$ cat src/rtl/primap_pkg.sv
// Shared types and constants for the pooled row index mapper.
package primap_pkg;

  localparam int unsigned RowBitsDef   = 32;
  localparam int unsigned WidthBitsDef = 16;
  localparam int unsigned CfgIdxBits   = 2;
  localparam int unsigned CfgDataBits  = 32;
  localparam int unsigned OutBits      = 32;

  typedef enum logic [1:0] {
    FUNC_SRC  = 2'd0,
    FUNC_PAR  = 2'd1,
    FUNC_BASE = 2'd2,
    FUNC_NONE = 2'd3
  } func_e;

  typedef enum logic [CfgIdxBits-1:0] {
    REG_VIDEO_START = 2'd0,
    REG_GRID_WIDTH  = 2'd1,
    REG_REDUCED_END = 2'd2,
    REG_UNUSED      = 2'd3
  } cfg_reg_e;

  typedef struct packed {
    logic  valid;
    func_e func;
    logic  pass;
  } ctl_t;

endpackage

$ cat src/rtl/primap_div_cell.sv
// One restoring division cell: resolves a single quotient bit per word.
module primap_div_cell #(
  parameter int unsigned RowBits   = primap_pkg::RowBitsDef,
  parameter int unsigned WidthBits = primap_pkg::WidthBitsDef
) (
  input  logic                 clk_i,
  input  logic                 rst_ni,
  input  primap_pkg::ctl_t     ctl_i,
  input  logic [RowBits-1:0]   num_i,
  input  logic [WidthBits-1:0] rem_i,
  input  logic [WidthBits-1:0] div_i,
  input  logic [RowBits-1:0]   row_i,
  output primap_pkg::ctl_t     ctl_o,
  output logic [RowBits-1:0]   num_o,
  output logic [WidthBits-1:0] rem_o,
  output logic [WidthBits-1:0] div_o,
  output logic [RowBits-1:0]   row_o
);
  import primap_pkg::*;

  logic [WidthBits:0]   trial;
  logic [WidthBits:0]   diff;
  logic                 ge;
  ctl_t                 ctl_q;
  logic [RowBits-1:0]   num_d, num_q, row_q;
  logic [WidthBits-1:0] rem_d, rem_q, div_q;

  always_comb begin
    trial = {rem_i, num_i[RowBits-1]};
    ge    = trial >= {1'b0, div_i};
    diff  = trial - {1'b0, div_i};
    rem_d = ge ? diff[WidthBits-1:0] : trial[WidthBits-1:0];
    num_d = {num_i[RowBits-2:0], ge};
  end

  always_ff @(posedge clk_i or negedge rst_ni) begin
    if (!rst_ni) begin
      ctl_q <= '0;
    end else begin
      ctl_q <= ctl_i;
    end
  end

  always_ff @(posedge clk_i) begin
    num_q <= num_d;
    rem_q <= rem_d;
    div_q <= div_i;
    row_q <= row_i;
  end

  assign ctl_o = ctl_q;
  assign num_o = num_q;
  assign rem_o = rem_q;
  assign div_o = div_q;
  assign row_o = row_q;

endmodule

$ cat src/rtl/primap_post.sv
// Multiply and finishing stages: turns quotient and remainder into row words.
module primap_post #(
  parameter int unsigned RowBits   = primap_pkg::RowBitsDef,
  parameter int unsigned WidthBits = primap_pkg::WidthBitsDef
) (
  input  logic                        clk_i,
  input  logic                        rst_ni,
  input  logic [RowBits-1:0]          video_start_i,
  input  logic [WidthBits-1:0]        grid_width_i,
  input  logic [RowBits-1:0]          reduced_end_i,
  input  primap_pkg::ctl_t            ctl_i,
  input  logic [RowBits-1:0]          quot_i,
  input  logic [WidthBits-1:0]        rem_i,
  input  logic [RowBits-1:0]          row_i,
  output logic                        done_o,
  output logic [primap_pkg::OutBits-1:0] first_source_o,
  output logic [primap_pkg::OutBits-1:0] second_source_o,
  output logic [primap_pkg::OutBits-1:0] parent_row_o,
  output logic [primap_pkg::OutBits-1:0] baseline_slot_o,
  output logic                        baseline_found_o
);
  import primap_pkg::*;

  logic [WidthBits:0]         red_w;
  logic [WidthBits-1:0]       red, mul_b;
  logic [RowBits+WidthBits-1:0] prod_full;
  ctl_t                       ctl_q;
  logic [RowBits-1:0]         prod_q, quot_q, row_q;
  logic [WidthBits-1:0]       rem_q;

  logic [RowBits-1:0]         src, sec, par, local_r, slot;
  logic                       two, found;
  logic [OutBits-1:0]         first_d, second_d, parent_d, slot_d;
  logic                       found_d;
  logic                       done_q, found_q;
  logic [OutBits-1:0]         first_q, second_q, parent_q, slot_q;

  always_comb begin
    red_w     = ({1'b0, grid_width_i} + 1'b1) >> 1;
    red       = red_w[WidthBits-1:0];
    mul_b     = (ctl_i.func == FUNC_PAR) ? red : grid_width_i;
    prod_full = quot_i * mul_b;
  end

  always_ff @(posedge clk_i or negedge rst_ni) begin
    if (!rst_ni) begin
      ctl_q  <= '0;
      done_q <= 1'b0;
    end else begin
      ctl_q  <= ctl_i;
      done_q <= ctl_q.valid;
    end
  end

  always_ff @(posedge clk_i) begin
    prod_q   <= prod_full[RowBits-1:0];
    quot_q   <= quot_i;
    rem_q    <= rem_i;
    row_q    <= row_i;
    first_q  <= first_d;
    second_q <= second_d;
    parent_q <= parent_d;
    slot_q   <= slot_d;
    found_q  <= found_d;
  end

  always_comb begin
    src     = video_start_i + prod_q + {rem_q, 1'b0};
    two     = {rem_q, 1'b1} < {1'b0, grid_width_i};
    sec     = src + {{(RowBits-1){1'b0}}, two};
    par     = video_start_i + prod_q + {1'b0, rem_q[WidthBits-1:1]};
    local_r = row_q - video_start_i;
    found   = !ctl_q.pass && (row_q < reduced_end_i) && two;
    slot    = !found ? '1 : (grid_width_i[0] ? local_r - quot_q : local_r);
    first_d  = '0;
    second_d = '0;
    parent_d = '0;
    slot_d   = '0;
    found_d  = 1'b0;
    case (ctl_q.func)
      FUNC_SRC: begin
        first_d  = OutBits'(ctl_q.pass ? row_q : src);
        second_d = OutBits'(ctl_q.pass ? row_q : sec);
      end
      FUNC_PAR: begin
        parent_d = OutBits'(ctl_q.pass ? row_q : par);
      end
      FUNC_BASE: begin
        slot_d  = OutBits'(slot);
        found_d = found;
      end
      default: begin
      end
    endcase
  end

  assign done_o           = done_q;
  assign first_source_o   = first_q;
  assign second_source_o  = second_q;
  assign parent_row_o     = parent_q;
  assign baseline_slot_o  = slot_q;
  assign baseline_found_o = found_q;

endmodule

$ cat src/rtl/pooled_row_index_mapper.sv
// Top level of the pooled row index mapper: registers, division chain, finish.
//
// Use: write video_start, grid_width and reduced_end through the plain write
// port (cfg_we_i, cfg_idx_i, cfg_wdata_i) while no query is in flight. A
// query word (func_i, row_index_i) is taken at any clock edge with start_i
// high and busy_o low; busy_o is never raised, so one word per cycle enters.
// Each query yields exactly one result word, shown for one cycle with done_o
// high; the receiver cannot stall, so results leave in order one per cycle.
// The quotient and remainder of the local row by the reduced or full grid
// width come from a chain of ROW_BITS division cells, one quotient bit per
// cell; a multiply stage and an output stage follow.
// Throughput is one word per cycle.
// Reset clears the registers to zero (mapping disabled) and drops every word
// in flight; no result is shown until new queries arrive.
module pooled_row_index_mapper #(
  parameter int unsigned ROW_BITS   = primap_pkg::RowBitsDef,
  parameter int unsigned WIDTH_BITS = primap_pkg::WidthBitsDef
) (
  input  logic                              clk_i,
  input  logic                              rst_ni,
  input  logic                              cfg_we_i,
  input  logic [primap_pkg::CfgIdxBits-1:0]  cfg_idx_i,
  input  logic [primap_pkg::CfgDataBits-1:0] cfg_wdata_i,
  input  logic                              start_i,
  output logic                              busy_o,
  input  logic [1:0]                        func_i,
  input  logic [ROW_BITS-1:0]               row_index_i,
  output logic                              done_o,
  output logic [primap_pkg::OutBits-1:0]     first_source_o,
  output logic [primap_pkg::OutBits-1:0]     second_source_o,
  output logic [primap_pkg::OutBits-1:0]     parent_row_o,
  output logic [primap_pkg::OutBits-1:0]     baseline_slot_o,
  output logic                              baseline_found_o
);
  import primap_pkg::*;

  logic [ROW_BITS-1:0]   video_start_q, reduced_end_q;
  logic [WIDTH_BITS-1:0] grid_width_q;

  always_ff @(posedge clk_i or negedge rst_ni) begin
    if (!rst_ni) begin
      video_start_q <= '0;
      grid_width_q  <= '0;
      reduced_end_q <= '0;
    end else if (cfg_we_i) begin
      case (cfg_reg_e'(cfg_idx_i))
        REG_VIDEO_START: video_start_q <= cfg_wdata_i[ROW_BITS-1:0];
        REG_GRID_WIDTH:  grid_width_q  <= cfg_wdata_i[WIDTH_BITS-1:0];
        REG_REDUCED_END: reduced_end_q <= cfg_wdata_i[ROW_BITS-1:0];
        default: begin
        end
      endcase
    end
  end

  assign busy_o = 1'b0;

  ctl_t                  ctl_c [ROW_BITS+1];
  logic [ROW_BITS-1:0]   num_c [ROW_BITS+1];
  logic [WIDTH_BITS-1:0] rem_c [ROW_BITS+1];
  logic [WIDTH_BITS-1:0] div_c [ROW_BITS+1];
  logic [ROW_BITS-1:0]   row_c [ROW_BITS+1];
  logic [WIDTH_BITS:0]   red_w;

  always_comb begin
    red_w          = ({1'b0, grid_width_q} + 1'b1) >> 1;
    ctl_c[0].valid = start_i && !busy_o;
    ctl_c[0].func  = func_e'(func_i);
    ctl_c[0].pass  = (row_index_i < video_start_q) || (grid_width_q == '0);
    num_c[0]       = row_index_i - video_start_q;
    rem_c[0]       = '0;
    div_c[0]       = (func_e'(func_i) == FUNC_PAR) ? grid_width_q
                                                  : red_w[WIDTH_BITS-1:0];
    row_c[0]       = row_index_i;
  end

  for (genvar i = 0; i < ROW_BITS; i++) begin : g_cell
    primap_div_cell #(
      .RowBits   (ROW_BITS),
      .WidthBits (WIDTH_BITS)
    ) u_cell (
      .clk_i  (clk_i),
      .rst_ni (rst_ni),
      .ctl_i  (ctl_c[i]),
      .num_i  (num_c[i]),
      .rem_i  (rem_c[i]),
      .div_i  (div_c[i]),
      .row_i  (row_c[i]),
      .ctl_o  (ctl_c[i+1]),
      .num_o  (num_c[i+1]),
      .rem_o  (rem_c[i+1]),
      .div_o  (div_c[i+1]),
      .row_o  (row_c[i+1])
    );
  end

  primap_post #(
    .RowBits   (ROW_BITS),
    .WidthBits (WIDTH_BITS)
  ) u_post (
    .clk_i            (clk_i),
    .rst_ni           (rst_ni),
    .video_start_i    (video_start_q),
    .grid_width_i     (grid_width_q),
    .reduced_end_i    (reduced_end_q),
    .ctl_i            (ctl_c[ROW_BITS]),
    .quot_i           (num_c[ROW_BITS]),
    .rem_i            (rem_c[ROW_BITS]),
    .row_i            (row_c[ROW_BITS]),
    .done_o           (done_o),
    .first_source_o   (first_source_o),
    .second_source_o  (second_source_o),
    .parent_row_o     (parent_row_o),
    .baseline_slot_o  (baseline_slot_o),
    .baseline_found_o (baseline_found_o)
  );

endmodule
$ cat config.mk
export PLATFORM = sky130hd
export DESIGN_NAME = pooled_row_index_mapper
export DESIGN_NICKNAME = d
export VERILOG_FILES = /design/src/rtl/primap_pkg.sv /design/src/rtl/primap_div_cell.sv /design/src/rtl/primap_post.sv /design/src/rtl/pooled_row_index_mapper.sv
export SDC_FILE = /design/constraint.sdc
export NUM_CORES = 2
export LEC_CHECK = 0
export BUFFER_PORTS_ARGS = -buffer_cell sky130_fd_sc_hd__buf_2
export CORE_ASPECT_RATIO = 0.7
export CORE_MARGIN = 2
export CORE_UTILIZATION = 56
export CTS_CLUSTER_SIZE = 20
export DETAILED_ROUTE_END_ITERATION = 7
export HOLD_SLACK_MARGIN = 0.08
export PLACE_DENSITY = 0.71
export SKIP_CTS_REPAIR_TIMING = 1
export SLEW_MARGIN = 20
export SYNTH_ARGS = -nofsm -noshare
export SYNTH_HDL_FRONTEND = slang
export SYNTH_SLANG_ARGS = --single-unit
$ cat constraint.sdc
create_clock -name clk_i -period 10.7 [get_ports clk_i]
set_input_delay 2.14 -clock clk_i [delete_from_list [all_inputs] [get_ports clk_i]]
set_output_delay 2.14 -clock clk_i [all_outputs]
set_load 0.02 [all_outputs]
==> summary.md <==
| Metric | Value |
|---|---|
| Core Box Area | `roughly 220,000 um^2` |
| Vias per std cell | `around 5.2` |
| Period Utilization, post-route | `between 80% and 90%` |
| Yosys cell types | `between 100 and 150` |
| Max_cap viols | `0` |
| Via count | `about 75,000` |
| Nets@finish | `12,400` |
| Status | `complete, no violations` |
| Final setup viols | `0` |
| Die Y | `approximately 400 um` |
| Min-Delay Path Class | `reg2reg` |
| Fin. max-slew vios | `0` |
| Netlist Area Pre-Place | `about 120,000 um^2` |
| Setup TNS | `0 ns` |
| Die Area | `between 200,000 and 250,000 um^2` |
| Area occupied by multi-input gates | `47,300 um^2` |
| Async SR Flop Fraction | `roughly 6.1%` |
| Grt total ovfl | `0` |
| CP max FO | `14` |
| Post-route design area | `between 100,000 and 150,000 um^2` |
| Largest net degree at the start of global routing | `91` |
| Clk Latency, worst-skew pair | `between 0.8 and 0.9 ns` |
| Gate Count Post-Synth | `around 11,000` |
| Slowest cell on crit path | `o21ai_1` |
| Worst EP arrival | `~10 ns` |
| Crit end category | `register` |
| Dpl ws | `between 1.5 and 2 ns` |
| Share of cells above drive strength 1 | `between 10% and 20%` |
| Most common cell on crit path | `fa_1` |
| Fill count | `approximately 17,000` |
| Ys flop type | `dfxtp_1` |
| CTS tree | `done` |
| DRT antenna net count | `0` |
| Final setup skew | `around 0.077 ns` |
| Routed wire per std cell | `19.7 um` |
| H-tree levels | `5` |
| Clk buf depth | `4` |
| Root buffer cell | `clkbuf_16` |
| Clock sinks | `3,510` |
| Length of the first detailed-routing pass in iterations | `6` |
| CTS buffer count | `between 300 and 400` |
| Io pins | `~200` |
| Fin. Hold Viols | `0` |
| Initial Utilization | `between 50% and 60%` |
| Final WL | `283,000 um` |
| Syn. warnings | `0` |
| Fmax | `around 0.11 GHz` |
| Total routing usage reported by global routing | `24.9%` |
| Syn avg cell area | `11.4 um^2` |
| Area grow syn2layout | `12.3%` |
| Required @ worst endpoint | `approximately 11 ns` |
| CTS clk-pin slew, worst paths | `roughly 0.07 ns` |
| Max_slew headroom | `21.0%` |
| Row cnt | `144` |
| Die X | `between 500 and 600 um` |
| DP Wirelength | `210,000 um` |
| First-pass GRT wire length | `435,000 um` |
| Post-synth EDFFs | `0` |
| RSZ-0062 raised after global routing | `no` |
| Starting DRT DRC Count | `5,817` |
| Post-layout min period | `between 9 and 10 ns` |
| Final worst slack | `between 1 and 1.5 ns` |
| RePlAce Congestion | `just over 0.9` |
| Finished Layout Cells | `about 14,000` |
| Worst Tran Pin Value | `1.18 ns` |
| Placed insts | `13,800` |
| Residual DRC | `0` |
| Crit path largest cell delay | `slightly below 0.7 ns` |
| CP Launch Type | `register` |
| Seq/Total Area, Yosys | `between 50% and 60%` |
| Register area | `around 71,000 um^2` |
| WS Path Type | `reg2reg` |
| DP Area | `about 130,000 um^2` |
| Port Buffer Count | `~200` |
| FF+latch count, synth | `around 3,500` |
| Vias in the first global route | `75,200` |
| Syn_nets | `between 10,000 and 15,000` |
| Initial antenna violation count | `26` |
-- cells in the final DEF (no fill, tap or decap), types with 29 or more instances in the layout --
cell / count
a211oi_1: 83
a21boi_0: 154
a21o_1: 168
a21oi_1: 401
and2_1: 141
and3_1: 31
buf_2: 200
buf_4: 67
bufinv_16: 33
clkbuf_1: 64
clkbuf_16: 322
clkbuf_8: 47
dfrtp_1: 211
dfxtp_1: 3297
fa_1: 341
ha_1: 768
inv_1: 1245
mux2_2: 443
mux2i_1: 70
nand2_1: 736
nand2b_1: 98
nand3_1: 103
nand4_1: 147
nor2_1: 425
nor2b_1: 174
nor3_1: 186
nor4_1: 57
o21a_1: 60
o21ai_0: 376
o21bai_1: 29
o31ai_1: 66
or3_1: 37
xnor2_1: 302
xor2_1: 194
-- cells in the mapped netlist, drive strengths merged, types with 66 or more instances --
cell | n | share of area, %
and2 | 141 | 0.71
xor2 | 196 | 1.4
nand4 | 149 | 0.77
ha | 768 | 7.7
nand3 | 104 | 0.42
o21ai | 394 | 1.6
a21o | 168 | 1.0
nor2b | 181 | 0.91
a21oi | 413 | 1.7
nor3 | 189 | 0.77
mux2i | 70 | 0.57
nand2 | 737 | 2.2
nand2b | 99 | 0.50
a211oi | 85 | 0.53
clkbuf | 143 | 0.43
inv | 1247 | 3.8
a21boi | 155 | 0.94
dfxtp | 3297 | 53
dfrtp | 213 | 4.3
mux2 | 445 | 4.0
nor2 | 426 | 1.3
fa | 341 | 5.5
xnor2 | 305 | 2.2
o31ai | 66 | 0.40
-- layout make-up --
| cell class | count | area share (%) |
|---|---|---|
| Antenna cell | 11 | 0.0198 |
| Clock buffer | 433 | 6.42 |
| Clock inverter | 116 | 1.26 |
| Inverter | 1248 | 3.36 |
| Multi-Input combinational cell | 5885 | 34.0 |
| Sequential cell | 3510 | 51.2 |
| Tap cell | 2920 | 2.62 |
| Timing Repair Buffer | 269 | 1.11 |
-- routing by layer --
| metal | track usage, % | wire length [um] | vias to the layer above |
|---|---|---|---|
| met5 | 0 | 48 | - |
| met4 | 6.73 | 7360 | 8 |
| met3 | 5.51 | 21700 | 444 |
| met2 | 35.8 | 115000 | 2147 |
| met1 | 37.6 | 139000 | 36300 |
| li1 | - | - | 36500 |
-- cell families (layout without fill, tap and decap cells) --
kind of cell	count (synthesis)	count (layout)	share of synthesized area (%)
compound gates	1540	1540	7.87
xor+xnor	501	501	3.60
fa+ha+maj	1109	1109	13.3
buf+inv	1441	2066	4.41
flops	3510	3510	57.5
mux	515	515	4.61
other cells	1	12	0.00302
simple gates	2219	2219	8.72
-- flip-flops by register name, summed over array words and instances (netlist names), 16 cells and up --
register / cells
u_post.first_source_o: 32
u_post.rem_q: 16
u_post.row_q: 32
u_post.second_source_o: 32
u_post.prod_q: 32
g_cell.u_cell.div_o: 496
grid_width_q: 16
video_start_q: 32
g_cell.u_cell.row_o: 1024
u_post.baseline_slot_o: 32
g_cell.u_cell.num_o: 1024
g_cell.u_cell.rem_o: 512
reduced_end_q: 32
u_post.quot_q: 32
g_cell.u_cell.ctl_o: 128
u_post.parent_row_o: 32
-- worst max-delay path: cells and delay by family (launching register included) --
family | cells | cell delay (ns)
XOR/XNOR | 2 | 0.21
flip-flops | 1 | 0.49
AND/OR/NAND/NOR | 8 | 2.41
buffers and inverters | 5 | 0.62
adder cells (fa/ha/maj) | 7 | 3.48
AO/OA/AOI/OAI | 6 | 1.93
-- per-stage QoR --
step	hold WS [ns]	utilization, %
after floorplan	0.310	-
after global placement	0.309	58.4
after detailed placement	0.312	58.4
after CTS	0.274	63.2
after global routing	0.281	63.2
final	0.287	63.2
-- path summary, 6_finish.rpt --
| path | from | endpoint | slack, ns | depth (start not counted) |
|---|---|---|---|---|
| max | grid_width_q[2] | u_post.prod_q[31] | 1.49 | 28 |
| min | g_cell[26].u_cell.row_o[1] | g_cell[27].u_cell.row_o[1] | 0.29 | 0 |
| max reg2reg | grid_width_q[2] | u_post.prod_q[31] | 1.49 | 28 |
| min reg2reg | g_cell[26].u_cell.row_o[1] | g_cell[27].u_cell.row_o[1] | 0.29 | 0 |
| max in group asynchronous | rst_ni | u_post.done_o | 7.57 | 4 |
| min in group asynchronous | rst_ni | reduced_end_q[3] | 1.31 | 1 |
Power is not shown: default switching activity piles up to over one toggle a cycle in this logic, so the estimate is an artifact.
